`config.mk`:
```
export PLATFORM = sky130hd
export DESIGN_NAME = ssc_ban_mem
export DESIGN_NICKNAME = d
export VERILOG_FILES = /design/src/sv/ssc_ban_mem.sv
export SDC_FILE = /design/constraint.sdc
export NUM_CORES = 1
export LEC_CHECK = 0
export BUFFER_PORTS_ARGS = -buffer_cell sky130_fd_sc_hd__clkbuf_2
export CAP_MARGIN = 25
export CORE_UTILIZATION = 25
export CTS_CLUSTER_DIAMETER = 60
export CTS_CLUSTER_SIZE = 28
export DETAILED_ROUTE_END_ITERATION = 16
export HOLD_SLACK_MARGIN = 0.12
export PLACE_DENSITY_LB_ADDON = 0.25
export SETUP_SLACK_MARGIN = 0.4
export SLEW_MARGIN = 10
export SYNTH_ARGS = -nofsm -noshare
export SYNTH_HDL_FRONTEND = slang
export SYNTH_SLANG_ARGS = --single-unit
```
`constraint.sdc`:
```
create_clock -name clock -period 48.8 [get_ports clock]
set_input_delay 9.76 -clock clock [delete_from_list [all_inputs] [get_ports clock]]
set_output_delay 9.76 -clock clock [all_outputs]
set_load 0.1 [all_outputs]
```
`src/sv/ssc_ban_mem.sv`:
```
// ----------------------------------------------------------------------------
// ssc_ban_mem
// One ban bit per id. After reset a sweep clears every bit, one a cycle.
// ----------------------------------------------------------------------------
module ssc_ban_mem #(
   parameter int ID_BITS = 10
) (
   input  logic               clock,
   input  logic               reset,
   input  logic               rd_en,
   input  logic [ID_BITS-1:0] rd_addr,
   input  logic               wr_en,
   input  logic [ID_BITS-1:0] wr_addr,
   output logic               rd_data,
   output logic               busy
);
   logic                 mem [2**ID_BITS];
   logic [ID_BITS:0]     clr_ff, clr_in;
   logic                 rd_ff;

   assign busy   = ~clr_ff[ID_BITS];
   assign clr_in = busy ? clr_ff + 1'b1 : clr_ff;

   always_ff @(posedge clock) begin
      if (reset) begin
         clr_ff <= '0;
      end else begin
         clr_ff <= clr_in;
      end
   end

   always_ff @(posedge clock) begin
      if (busy) begin
         mem[clr_ff[ID_BITS-1:0]] <= 1'b0;
      end else if (wr_en) begin
         mem[wr_addr] <= 1'b1;
      end
      if (rd_en) begin
         rd_ff <= mem[rd_addr];
      end
   end

   assign rd_data = rd_ff;

endmodule

```
Word-level counts from Yosys, hierarchy flattened
Memory sizes are Yosys's and may differ from the RTL's. A register that Yosys moved wholly into a read port is not among the register bits.
Cells that the tools add are included.
Operators by class
  $add $sub $neg: 1
  reduce and logical (&&, ||, !) cells: 1
  multiplexer cells: 8
  bitwise operators: 1
Operators by type and width (number)
  adder 11 x 1 -> 11 bit (second input constant): 1
  2-to-1 mux 11 bit: 1
  2-to-1 mux 10 bit: 1
  2-to-1 mux 1 bit: 6
  inverter 1 bit: 1
  OR reduction 1 bit: 1
Word-level totals
  memories kept: 1
  word-level logic and storage cells: 14
  output and inout port bits: 2
  bits in writable memories: 1024
  input bits: 24
  register bits: 11
Memories
  mem: words 1024, width 1, rd ports 1, clocked after Yosys merged registers in 1, wr ports 1, RTL line 17  | logic mem [2**ID_BITS];

Logic depth before layout (Yosys ltp)
  depth in word-level cells: 5
  gate-level depth with buffers: 13
  depth with buffers taken out: 8

Worst setup path after synthesis
No wires, ideal clock.
  path type: input port to flip-flop
  start point: input wr_en
  end point: memory mem[1023], enable pin
  slack: 18852 ps
  data required time: 48546 ps
  data arrival time: 29694 ps
  cell stages on the path: 8
  path buffers: 3
  library setup time: 254 ps
  cells stage by stage: nand2_1 inv_1 buf_2 buf_1 o21ai_1 nand4_1 clkbuf_1 nor2_1
Between the ends
  word-level cells in the longest chain between the ends: 5
  elaborated cells between the ends (all ways): 6
  those cells by class: mux (5); reduce/logical (1)
RTL lines
  start: declaration: RTL line 12  | input logic wr_en,
  2-to-1 mux 1 bit *: RTL line 35  | end else if (wr_en) begin
  2-to-1 mux 1 bit *: RTL line 33  | if (busy) begin
  2-to-1 mux 1 bit (implied by the code) *: RTL line 36  | mem[wr_addr] <= 1'b1;
  OR reduction 1 bit (no line)
  2-to-1 mux 10 bit (no line) or 2-to-1 mux 1 bit (tied branches)
  end: declaration: RTL line 17
Every way passes the cells marked *; elsewhere a longest branch is shown, timed or not.

==> results.cfg <==
[placement]
place.gp.congestion = 0.738
port_buffers = 25
dpl.hpwl_mm = 73.4
dp.cells = 5367

[logic_synthesis]
syn_nets = 3212
ys.flop_type = edfxtp_1
ys.warnings.count = 0
seq_area_frac_synth = 0.686
synth.distinct_cells = 63
synth-seq-cells = 1036
synthArstFlopShare = 0
syn_area_sq_mm = 0.0452
synth_edf_count = 1025
synth_area_per_cell_sq_um = 14.2
synthCells = 3187

[route]
firstDrtPassIters = 5
viasPerCell = 4.86
wire_per_inst_microns = 25.2
antenna_left = 0
drc = 0
wirelength_mm = 140
vias = 27006
drt_iter0_markers = 2861

[die]
ios = 26
die_h_microns = 427
core_sq_mm = 0.179
start_util = 0.253
dieArea_sq_mm = 0.183
dieWidth_microns = 427
rows = 155

[global_routing]
antenna_found_initial = 5
grt_pass1_vias = 26901
grt_max_degree = 266
grt_pass1_wl_mm = 201
grt_util_all_layers = 0.153
grt-ovfl-total = 0

[finish]
drive_gt1_frac = 0.179
area_growth_pct = 14.3
fin_cells = 5556
layout.nets = 3141

[clock_tree]
worstSkewPairLatency_ps = 740
numCtsBuffers = 97
root_buffer = clkbuf_16
clock_path_buffers = 3
postCtsHoldBufs = 0
path_clk_slew_ps = 70
cts_tree = built
post-cts-setup-buffers = 0
cts_max_level = 3
cts.sinks = 1036
cts_resized = 0

[critical_path]
startpoint_type = primary input
path_class = in2reg
crit_path_end_kind = flip-flop
crit_path_start = rd_addr[0]
regToRegStartpoint = clr_ff[10]
endpoint = rd_data
reg2reg_depth = 8
reg2reg_slack_ps = 43860
cp_max_fo = 78
worst_ep_required_time_ps = 49250
arrival_ps = 14400
r2r_end = mem[83]

[timing]
min_period_ps = 13950
timing_hold_violations_final = 0
fmax_mhz = 71.7
setup_viol = 0
worst_pin_slew_ps = 1130
finalClockSkew_ps = 34.7
final.period_utilization = 0.286
rsz0062_at_grt = no
slew-limit-headroom = 0.245
setup_tns_ps = 0
slew_violations = 0

[pwr]
power.density_mw_per_mm2 = 36.3
p_leak_uw = 0.0161
peakVddDrop_mv = 0.0274

[hold_path]
worstHoldStart = clr_ff[7]
hp-class = reg2reg

[flow_run]
drv_cap = 0

[run_status]
outcome = complete, no violations
## sequential cells by signal (all words and copies together) (netlist names)
name     flops
mem       1024
clr_ff      11
rd_data      1
## layout make-up
| type | count | area, sq um |
|---|---|---|
| well taps | 2355 | 2950 |
| clock inverters | 85 | 1110 |
| inverters | 12 | 52.6 |
| repair buffers | 128 | 1270 |
| fillers | 18195 | 127000 |
| flip-flops and latches | 1036 | 31000 |
| clock buffers | 98 | 2450 |
| multi-input cells | 1841 | 12900 |
| diodes | 1 | 2.50 |
## worst min path at each step
stage,end,slack [ps],cells past startpoint
after floorplan,clr_ff[7],480,2
after global placement,clr_ff[7],510,2
after detailed placement,clr_ff[7],540,2
after CTS,clr_ff[7],550,2
after global routing,clr_ff[10],580,2
final,clr_ff[7],540,2
## cell usage after synthesis, types with 4 or more instances
master,instances,area share
a211oi_1,7,0.0012
a21oi_1,37,0.0041
a221oi_1,12,0.0023
a22o_1,5,0.00097
a22oi_1,45,0.0075
a31oi_1,10,0.0014
and2_1,6,0.00083
buf_1,68,0.0056
buf_2,29,0.0032
buf_4,15,0.0025
buf_6,21,0.0052
clkbuf_1,162,0.013
dfxtp_1,11,0.0049
edfxtp_1,1025,0.68
inv_1,9,0.00075
mux2_2,7,0.0017
mux2i_1,109,0.024
mux4_2,218,0.11
nand2_1,96,0.0080
nand2b_1,9,0.0012
nand3_1,22,0.0024
nand3b_1,8,0.0013
nand4_1,15,0.0021
nor2_1,1070,0.089
nor2b_1,10,0.0014
nor3_1,24,0.0027
o211ai_1,4,0.00066
o21ai_0,14,0.0015
o21ai_1,4,0.00044
o221ai_1,27,0.0052
o22ai_1,17,0.0024
o31ai_1,7,0.0012
or2_2,5,0.00069
or3_1,11,0.0015
xnor2_1,4,0.00077
## placed cells by master (no fill, tap or decap), types with 10 or more instances in the layout
cell       Yosys  layout
nand2_1       96      76
buf_8          2      19
a221oi_1      12      12
nor3_1        24      24
dfxtp_1       11      11
nand2_2        0      19
a21oi_1       37      37
edfxtp_1    1025    1025
clkbuf_2       0      22
buf_4         15      74
clkbuf_16      0      98
o21ai_0       14      14
clkinv_8       0      22
mux2i_1      109     109
o221ai_1      27      27
inv_8          0      19
nor2_1      1070    1069
nand4_1       15      15
a22oi_1       45      45
a31oi_1       10      10
buf_16         0      10
mux4_2       218     218
inv_6          0      14
nand3_1       22      20
o22ai_1       17      17
## critical path, stage by stage
cell and delay, ps:
buf_8 420, buf_4 730, buf_12 640, buf_4 740, mux4_2 590, a22o_1 260, a221oi_2 190, nor3_1 70
or4_1 500, a32oi_1 200, o211ai_1 100
## kinds of logic (layout without fill, tap and decap cells)
group,count (synthesis),count (layout),synth area share
and+or+nand+nor,1286,1286,0.113
DFF,1036,1036,0.686
muxes,334,334,0.134
buffers and inverters,310,323,0.0321
AOI/OAI and AO/OA,213,213,0.0337
xor gates and xnor gates,7,7,0.00136
adders and majority gates,1,1,0.000277
other,0,1,0
## per-layer routing
layer,up-vias,routed length (microns),global-route usage,part of all wire
met5,-,12,0,0.000086
met4,2,2460,0.0360,0.018
met3,136,7250,0.0184,0.052
met2,725,67500,0.253,0.48
met1,14505,63000,0.213,0.45
li1,11638,-,-,-
## metrics by stage
stage	total power, uW	hold WS, ps	setup slack, ps	instance area, sq um	util
global route	1930	579	34450	51700	0.289
global placement	1070	513	33860	47600	0.266
detailed placement	1070	537	33960	48000	0.268
floorplan	1030	478	18850	45200	-
finish	1880	542	34850	51700	0.289
CTS	1900	547	34740	51600	0.288
## power by group
group / switching [uW] / internal (uW) / total (uW)
Clock: 413 / 421 / 834
Sequential: 0.622 / 962 / 962
Combinational: 53.4 / 28.2 / 81.6
(Power assumes the default switching activity.)
