`src/sv/ssc_pkg.sv`:
```
// ----------------------------------------------------------------------------
// ssc_pkg
// Types and codes shared by the sorted score table and its cells.
// ----------------------------------------------------------------------------
package ssc_pkg;

   localparam int POINTS_BITS = 9;
   localparam int STATUS_BITS = 3;

   typedef enum logic [STATUS_BITS-1:0] {
      ST_ADDED    = 3'd0,
      ST_UPDATED  = 3'd1,
      ST_BANNED   = 3'd2,
      ST_DISQUAL  = 3'd3,
      ST_FULL     = 3'd4,
      ST_READ_OK  = 3'd5,
      ST_EMPTY    = 3'd6
   } status_type;

   typedef enum logic [2:0] {
      S_IDLE,
      S_FIND,
      S_LOCATE,
      S_PLACE,
      S_WRITE
   } state_type;

   typedef enum logic [1:0] {
      OP_HOLD,
      OP_LEFT,
      OP_RIGHT,
      OP_LOAD
   } cell_op_type;

   typedef struct packed {
      logic match;
      logic lt;
      logic gt;
   } cell_flags_type;

endpackage

```
`src/sv/ssc_cell.sv`:
```
// ----------------------------------------------------------------------------
// ssc_cell
// One slot of the sorted table. It holds an id and a score, compares them
// against the current key, and takes its neighbor's word on a shift.
// ----------------------------------------------------------------------------
module ssc_cell #(
   parameter int ID_BITS    = 10,
   parameter int SCORE_BITS = 16
) (
   input  logic                   clock,
   input  ssc_pkg::cell_op_type   op,
   input  logic [ID_BITS-1:0]     left_id,
   input  logic [SCORE_BITS-1:0]  left_score,
   input  logic [ID_BITS-1:0]     right_id,
   input  logic [SCORE_BITS-1:0]  right_score,
   input  logic [ID_BITS-1:0]     load_id,
   input  logic [SCORE_BITS-1:0]  load_score,
   input  logic [ID_BITS-1:0]     key_id,
   input  logic [SCORE_BITS-1:0]  key_score,
   output logic [ID_BITS-1:0]     id_q,
   output logic [SCORE_BITS-1:0]  score_q,
   output ssc_pkg::cell_flags_type flags
);
   import ssc_pkg::*;

   logic [ID_BITS-1:0]    id_ff, id_in;
   logic [SCORE_BITS-1:0] score_ff, score_in;

   always_comb begin
      unique case (op)
         OP_HOLD: begin
            id_in    = id_ff;
            score_in = score_ff;
         end
         OP_LEFT: begin
            id_in    = left_id;
            score_in = left_score;
         end
         OP_RIGHT: begin
            id_in    = right_id;
            score_in = right_score;
         end
         OP_LOAD: begin
            id_in    = load_id;
            score_in = load_score;
         end
         default: begin
            id_in    = id_ff;
            score_in = score_ff;
         end
      endcase
   end

   always_ff @(posedge clock) begin
      id_ff    <= id_in;
      score_ff <= score_in;
   end

   assign id_q        = id_ff;
   assign score_q     = score_ff;
   assign flags.match = (id_ff == key_id);
   assign flags.lt    = (score_ff < key_score);
   assign flags.gt    = (score_ff > key_score);

endmodule

```
`config.mk`:
```
export PLATFORM = sky130hd
export DESIGN_NAME = ssc_cell
export DESIGN_NICKNAME = d
export VERILOG_FILES = /design/src/sv/ssc_pkg.sv /design/src/sv/ssc_cell.sv
export SDC_FILE = /design/constraint.sdc
export NUM_CORES = 1
export LEC_CHECK = 0
export CAP_MARGIN = 10
export CORE_ASPECT_RATIO = 0.6
export CORE_MARGIN = 3
export CORE_UTILIZATION = 55
export DETAILED_ROUTE_END_ITERATION = 10
export DONT_BUFFER_PORTS = 1
export GPL_ROUTABILITY_DRIVEN = 0
export GPL_TIMING_DRIVEN = 0
export PLACE_DENSITY = 0.73
export SLEW_MARGIN = 20
export SYNTH_ARGS = -nofsm -noshare
export SYNTH_HDL_FRONTEND = slang
export SYNTH_SLANG_ARGS = --single-unit
```
`constraint.sdc`:
```
create_clock -name clock -period 1.4 [get_ports clock]
set_input_delay 0.14 -clock clock [delete_from_list [all_inputs] [get_ports clock]]
set_output_delay 0.14 -clock clock [all_outputs]
set_load 0.005 [all_outputs]
```
Word level (Yosys, flattened, before mapping)
Cells that the tools add are included.
Cells by class
  $lt $le $gt $ge: 2
  equal/unequal tests: 4
  mux-type cells: 2
  reduce and logical (&&, ||, !) cells: 1
Operators by type and width (count)
  $pmux W16 S3: 1
  $pmux W10 S3: 1
  $gt A16 B16 Y1: 1
  $lt A16 B16 Y1: 1
  $eq A10 B10 Y1: 1
  $eq A2 B2 Y1 const B: 2
  $eq A2 B1 Y1 const B: 1
  $logic_not A2 Y1: 1
Word-level totals
  register bits: 26
  logic and storage cells: 11

Logic depth before layout (Yosys ltp)
Gate-level depths: netlist of run 1.
  word-level depth: 2
  gate-level depth with buffers: 7

Worst setup path before layout of run 1
No wires, ideal clock.
  kind: flip-flop to output port
  start point: register score_ff[15], in the netlist score_q[15]
  end point: output port flags[0] in the netlist's numbering
  arrival: 1.469 ns
  data required time: 1.260 ns
  path slack: -0.209 ns
  stages on the path, launching flop included: 6
  buffers on the path: 0
  path through: edfxtp_1 > ha_1 > nand4_2 > nor4_2 > a22o_1 > o31a_1
RTL lines
  start: declaration: RTL line ssc_cell.sv:27  | logic [SCORE_BITS-1:0] score_ff, score_in;
  start signal: assignment: RTL line ssc_cell.sv:56  | score_ff <= score_in;
  end: declaration: RTL line ssc_cell.sv:22  | output ssc_pkg::cell_flags_type flags

==> results of run 1 <==
==> stage by stage <==
| step | instances | hold WS [ps] |
|---|---|---|
| after global placement | 229 | 369.5 |
| after CTS | 233 | 97.03 |
| after detailed placement | 229 | 378.2 |
| after global routing | 233 | 95.22 |
| after floorplan | 187 | 365.6 |
| final | 233 | 106.2 |
==> layout make-up <==
| class | count | area, um2 | share of cell area (%) |
|---|---|---|---|
| multi-input combinational | 135 | 1052 | 51.63 |
| inverter | 17 | 63.81 | 3.131 |
| clock inverter | 1 | 3.754 | 0.1842 |
| clock buffer | 3 | 41.29 | 2.026 |
| sequential | 26 | 780.7 | 38.31 |
| buffer | 9 | 43.79 | 2.149 |
| tap | 42 | 52.55 | 2.578 |
==> power by group <==
part	leakage, nW	internal, mW	switching, mW
Clock	0.0231	0.196	0.233
Combinational	0.568	0.210	0.249
Sequential	0.262	0.969	0.0857
==> routing by layer <==
| metal | up-vias | part of all wire [%] | GRT usage [%] | wire [um] |
|---|---|---|---|---|
| met4 | 0 | 1.6 | 5.337 | 71 |
| met2 | 73 | 50 | 35.97 | 2216 |
| li1 | 670 | - | - | - |
| met3 | 8 | 8.7 | 4.577 | 389 |
| met5 | - | 0 | 0 | 0 |
| met1 | 630 | 40 | 27.24 | 1776 |
==> state kept, by name, summed over array words and instances (netlist names) <==
register / cells
score_q: 16
id_q: 10
==> worst max path at each step <==
stage          slack (ps)  endpoint         from
3_5_place_dp         -300  flags[0]   score_q[8]
5_1_grt              -650  flags[0]   score_q[8]
2_1_floorplan        -130  flags[0]   score_q[9]
3_3_place_gp         -260  flags[0]  score_q[11]
6_report             -570  flags[0]   score_q[8]
4_1_cts              -590  flags[0]   score_q[8]
==> worst max-delay path, cell delays in order, from the launching register on <==
cell and delay, ps:
sky130_fd_sc_hd__edfxtp_1 470, sky130_fd_sc_hd__ha_4 310, sky130_fd_sc_hd__nand4_4 120, sky130_fd_sc_hd__nor4_4 280, sky130_fd_sc_hd__a22o_1 220, sky130_fd_sc_hd__o31a_1 160
==> logic make-up after synthesis <==
group | after synthesis | share of synthesized area, %
AND/OR/NAND/NOR | 43 | 11.26
AO/OA/AOI/OAI | 40 | 11.33
buffers and inverters | 26 | 5.799
multiplexers | 26 | 14.03
flip-flops | 26 | 42.08
adder cells (fa/ha/maj) | 16 | 10.79
XOR/XNOR | 10 | 4.720
==> synth_stat cells, drive strengths merged (2+ instances only) <==
| cell type | instances | area (um2) |
|---|---|---|
| inv | 17 | 63.81 |
| nor4 | 2 | 18.77 |
| mux2i | 26 | 260.3 |
| nand2 | 6 | 22.52 |
| xnor2 | 8 | 70.07 |
| edfxtp | 26 | 780.8 |
| ha | 16 | 200.2 |
| xor2 | 2 | 17.52 |
| a21oi | 34 | 170.2 |
| buf | 4 | 25.02 |
| nor2 | 28 | 105.1 |
| o21ai | 3 | 15.01 |
| clkbuf | 5 | 18.77 |
| nand4 | 4 | 46.29 |
==> what timing repair did <==
| action | in CTS | in global routing |
|---|---|---|
| endpoints found under the setup margin | 3 | 27 |
| resized for setup | 2 | 3 |
| pin swaps | 2 | 1 |
==> out/results.txt, run 1 <==
Final period demand of the worst path: 1969 ps. The worst hold path belongs to the class input port to register. Setup violations remaining at the end of the flow were counted as 3. For hold timing, the worst endpoint is id_q[9]. The run gives -569.2 ps as the worst-case setup margin in the final layout. The flow ran to the end, but the final reports show violations. Setup repair after global routing could not meet its margin everywhere. In the finished design, the share of the clock period the worst path needs comes to 140.7%. The total congestion overflow after global routing was 0; the sequential element share of the synthesized area was 42.08%. The post-route netlist has 8.377% of its cells at a drive strength greater than 1. TritonCTS built the clock tree. The run gives 0.8532 nW as the cell leakage power. A synthesized cell averages 9.923 um2. In this run the worst path has a maximum fanout of 2.

The floorplan step defined a core boundary enclosing 3040 um2. The post-DP HPWL is 3669 um, and the global-route usage over all layers is 21.07%. The power consumption is 1.944 mW.

Clock tree synthesis selected as its root buffer the cell sky130_fd_sc_hd__clkbuf_8. The run gives 6603 um as the wire length of the first global-routing pass. The type of the setup path with the least slack is register to primary output. In the layout the commonest cells are sky130_fd_sc_hd__a21oi_1, sky130_fd_sc_hd__nor2_1, sky130_fd_sc_hd__mux2i_1, sky130_fd_sc_hd__edfxtp_1, sky130_fd_sc_hd__inv_1.

The slew at the pin with the worst max-slew slack was 500.2 ps; the worst-case clock buffer depth was 2. Summed over all layers, the routed wires come to 4454 um. The die height came out at 50.99 um. The top-level port count was 136. After filler insertion, the fill cell instance count of the layout stands at 256. The post-synthesis instance total is 187.

The area of all placed cells without fillers is 2038 um2. The final reports fail on setup timing. Entering global routing, the biggest net connects 27 pins. The die is 80.99 um wide. Prior to clock tree synthesis, the placed netlist has a worst setup slack of -303.9 ps. In this run the remaining antenna-violating nets after routing total 0.

The hold violation total from the final report was 0; the number of synthesized flops with an enable pin was 26. Across the run, the number of max-cap violations was 0. Among all flip-flop cells after synthesis, the most frequent one is sky130_fd_sc_hd__edfxtp_1. The worst setup path is captured at a primary output.

The register bit count reported by yosys is 26, and the number of buffers added on ports is 0. Based on the critical path, the design can be clocked at up to 507.8 MHz. The proportion of synthesized flip-flops having asynchronous set or reset was 0%. The number of buffers inserted by post-CTS setup repair was 0. The startpoint type of the worst setup path was a register. The count of final max-slew check failures was 0; the average via count per standard cell was 5.927. In this run the cell area of the synthesized design comes to 1856 um2. For this run, the detailed router's first-pass iteration total came to 4. Dividing the detail-routed wire length by the instance count gives 19.12 um.

The routed layout has 1381 vias. The tools report the relative max-transition margin as 66.65%. The number of warnings reported in the yosys synthesis log was 0.

Power spread over the standard cell area amounts to 953.8 nW/um2. Once the floorplan was initialized, standard cells occupied 61.03% of the core. The floorplan has 15 rows.

In this run, post-CTS hold repair placed 0 buffers. 0 antenna diodes ended up in the layout. Cells fill 67.04% of the core in the end. The area growth from synthesis to layout is 9.845%. At the worst endpoint, the arrival time is 1830 ps. The most common cell after layout, fill and taps aside was sky130_fd_sc_hd__a21oi_1. Post-detailed-route DRC marker count: 0. The clock net in this run drives a total of 26 sinks. The floorplan step defined a die boundary enclosing 4129 um2. In this run the most critical hold path is launched from left_id[9]. The clock input transition at the sequential cells of the worst setup and hold paths came out at 90 ps.

Summing all placed instances gives a cell area of 1958 um2. Number of global-route vias before repair: 1372. The number of CTS-inserted buffers came out at 3. VDD sags by at most 0.0006039 V. The sum of negative setup slack came out at -1194 ps. The final layout contains 315 nets. The worst hold path passes through 2 cells. The number of antenna violations at the first check in global routing came out at 0. The number of nets handed over by synthesis was 310. For the worst setup path, the data required time is 1260 ps.

For the detailed router's first-iteration violation count, the log shows 50. The maximum level of the CTS H-tree came out at 1. In this run, distinct cell masters in the synthesized netlist total 25.
Power figures use the tool's default switching activity.
==> run 2: changes to the inputs <==
CORE_UTILIZATION = 40   (was 55)
CTS_CLUSTER_SIZE = 10   (was default)
PLACE_DENSITY = default   (was 0.73)
==> run 2 against run 1 <==
Against the previous run: via count unchanged; critical path depth unchanged; final area up 2.6%; hold slack got worse by 10 ps; count of clock-buffer cells in the layout is the same; the flow still finishes with violations (setup timing); flip-flop and latch count did not move; utilization shrank 18 points; setup slack worse by 11 ps; global-route usage fell by 3.9 points; non-clock buffer count rose by 2.
==> out/results.txt, run 2 (same netlist as run 1, synthesis figures left out) <==
The horizontal extent of the die was 93.93 um (was 80.99 um). The run gives 0 (unchanged) as the number of antenna-violating nets in the routed design. The run gives 2092 um2 (was 2038 um2) as the area of all placed cells without fillers. For the relative max-transition margin, the log shows 64.94% (was 66.65%). The core outline area is 4279 um2 (was 3040 um2), and the post-detailed-route DRC marker count is 0 (unchanged). The clock input transition at the sequential cells of the worst setup and hold paths is 90 ps (about the same), and the top-level port count is 136 (unchanged).

The number of antenna diodes came out at 0 (unchanged). The run finished, with violations left. The tools report the largest net degree at the start of global routing as 27 (unchanged). Total number of clock tree sinks: 26 (unchanged). The wire length per cell was 18.87 um (was 19.12 um); the final standard cell count with taps included and fillers excluded was 253 (was 233). Most frequent cells in the layout: sky130_fd_sc_hd__a21oi_1, sky130_fd_sc_hd__nor2_1, sky130_fd_sc_hd__mux2i_1, sky130_fd_sc_hd__edfxtp_1, sky130_fd_sc_hd__inv_1 (unchanged).

Peak ir drop on the vdd network: 0.0004583 V (was 0.0006039 V). The startpoint type of the worst setup path was a register (unchanged). The type of the most critical hold path is input port to register (unchanged).

The most common cell after layout, fill and taps aside was sky130_fd_sc_hd__a21oi_1 (unchanged). The run gives 0.8675 nW (was 0.8532 nW) as the cell leakage power. The share of post-route cells with drive strength above 1 came out at 10.88% (was 8.377%). For the detailed-route via count, the log shows 1381 (unchanged). The number of flip-flops in the largest register came out at 16 (unchanged). The fraction of the cycle the final worst path needs works out to 141.4% (was 140.7%). For the number of buffers inserted for hold repair after clock tree synthesis, the log shows 0 (unchanged). For the initial cell density of the core, the log shows 43.36% (was 61.03%). The run gives -580.3 ps (was -569.2 ps) as the worst-case setup margin in the final layout.

The die height was 58.76 um (was 50.99 um); the total congestion overflow after global routing was 0 (unchanged). The cell count after placement was 247 (was 229). Worst-case clock buffer depth: 2 (unchanged). The clock root buffer was sky130_fd_sc_hd__clkbuf_8 (unchanged).

The number of buffers added on ports is 0 (unchanged), and the data required time of the critical path is 1260 ps (about the same). The synthesis-to-layout area growth is 12.74% (was 9.845%). The total setup violations reported at the end of the flow came out at 3 (unchanged).

Power density over the cells: 942.6 nW/um2 (was 953.8 nW/um2). The maximum fanout encountered on the critical timing path is 3 (was 2). For the iteration count of the initial detailed-routing pass, the log shows 4 (unchanged). For the number of antenna violations at the first check in global routing, the log shows 0 (unchanged). The final period demand of the worst path came out at 1980 ps (was 1969 ps). The data arrival time at the worst-slack endpoint is 1840 ps (was 1830 ps), and the power consumption is 1.972 mW (was 1.944 mW). The wire length of the first global-routing pass is 7238 um (was 6603 um). Busiest layer in global routing: met2 (unchanged).

The global-route usage over all layers is 17.14% (was 21.07%). Total detailed-routing wirelength: 4775 um (was 4454 um). The number of global-route vias before repair came out at 1438 (was 1372). The met1 track utilization from global routing is 23.89% (was 27.24%), and the core utilization of the finished layout is 48.89% (was 67.04%).

Detailed router's first-iteration violation count: 53 (was 50). The tools report the worst min-delay path startpoint as left_score[13] (was left_id[9]). The average via count per standard cell works out to 5.458 (was 5.927). The type of the setup path with the least slack is register to primary output (unchanged). For the sum of negative setup slack, the log shows -1138 ps (was -1194 ps). Setup repair after global routing could not meet its margin everywhere.

The maximum level of the CTS H-tree is 1 (unchanged). The area of the die is 5519 um2 (was 4129 um2), and the count of nets after finishing is 317 (was 315). The count of final max-slew check failures came out at 0 (unchanged). The number of CTS-inserted buffers was 3 (unchanged). Violated checks: setup timing (unchanged). The number of max-cap violations is 0 (unchanged), and the met2 routing resource usage after global routing is 28.66% (was 35.97%). TritonCTS built the clock tree. The hold violation total from the final report was 0 (unchanged). The post-DP HPWL was 3936 um (was 3669 um).

The capturing element type of the critical path is a primary output (unchanged). For the standard cell area after detailed placement, the log shows 1981 um2 (was 1958 um2). The worst hold path cell count is 2 (unchanged), and the slew at the pin with the worst max-slew slack is 520.3 ps (was 500.2 ps). The highest achievable clock rate was 505.0 MHz (was 507.8 MHz).

The logs give 3.576% (was 4.577%) for the routing usage on met3 and 18 (was 15) for the number of placement rows. The endpoint with the worst hold slack was score_q[13] (was id_q[9]).
## run 2: cell count changes in the layout (fill, tap and decap cells not counted), sizes merged
cell  previous run  this run
buf              4         6
## run 2: repair_timing
action / in CTS / in global routing
gates resized for setup: 4 / 3
buffers inserted: 1 / 1
endpoints found under the setup margin: 3 / 29
gates cloned: 0 / 0
pin swaps: 1 / 2
## run 2: critical path, stage by stage, from the launching register on
cell and delay [ps]:
sky130_fd_sc_hd__edfxtp_1 500, sky130_fd_sc_hd__ha_4 340, sky130_fd_sc_hd__nand4_4 90, sky130_fd_sc_hd__nor4_4 280, sky130_fd_sc_hd__a22o_1 210, sky130_fd_sc_hd__o31a_1 160
## run 2: area by class of cell
| cell class | instances | area [um2] |
|---|---|---|
| buffer | 9 | 43.79 |
| clock buffer | 3 | 41.29 |
| clock inverter | 1 | 3.754 |
| fill | 403 | 2187 |
| inverter | 17 | 63.81 |
| multi-input combinational | 135 | 1069 |
| sequential | 26 | 780.7 |
| tap | 60 | 75.07 |
| timing repair buffer | 2 | 15.01 |
## run 2: report_power, final
| group | switching [mW] | internal (mW) |
|---|---|---|
| sequential | 0.0962 | 0.970 |
| combinational | 0.254 | 0.222 |
| clock | 0.233 | 0.196 |
## run 2: per-layer routing
layer / part of all wire (%) / vias up
met5: 0 / -
met3: 6.8 / 2
met1: 45 / 635
met4: 0.50 / 0
met2: 48 / 66
li1: - / 678
## run 2: stage by stage
stage                     hold WS (ps)  worst slack (ps)
after global routing             96.48            -693.1
after CTS                        91.59            -578.6
after detailed placement         379.8            -264.1
after global placement           369.4            -242.0
final                            95.99            -580.3
after floorplan                  365.6            -129.9
## run 2: worst max-delay path by stage
| stage | from | to | slack (ps) |
|---|---|---|---|
| 4_1_cts | score_q[8] | flags[0] | -580 |
| 2_1_floorplan | score_q[9] | flags[0] | -130 |
| 3_3_place_gp | score_q[11] | flags[0] | -240 |
| 5_1_grt | score_q[11] | flags[0] | -690 |
| 6_report | score_q[11] | flags[0] | -580 |
| 3_5_place_dp | score_q[15] | flags[0] | -260 |
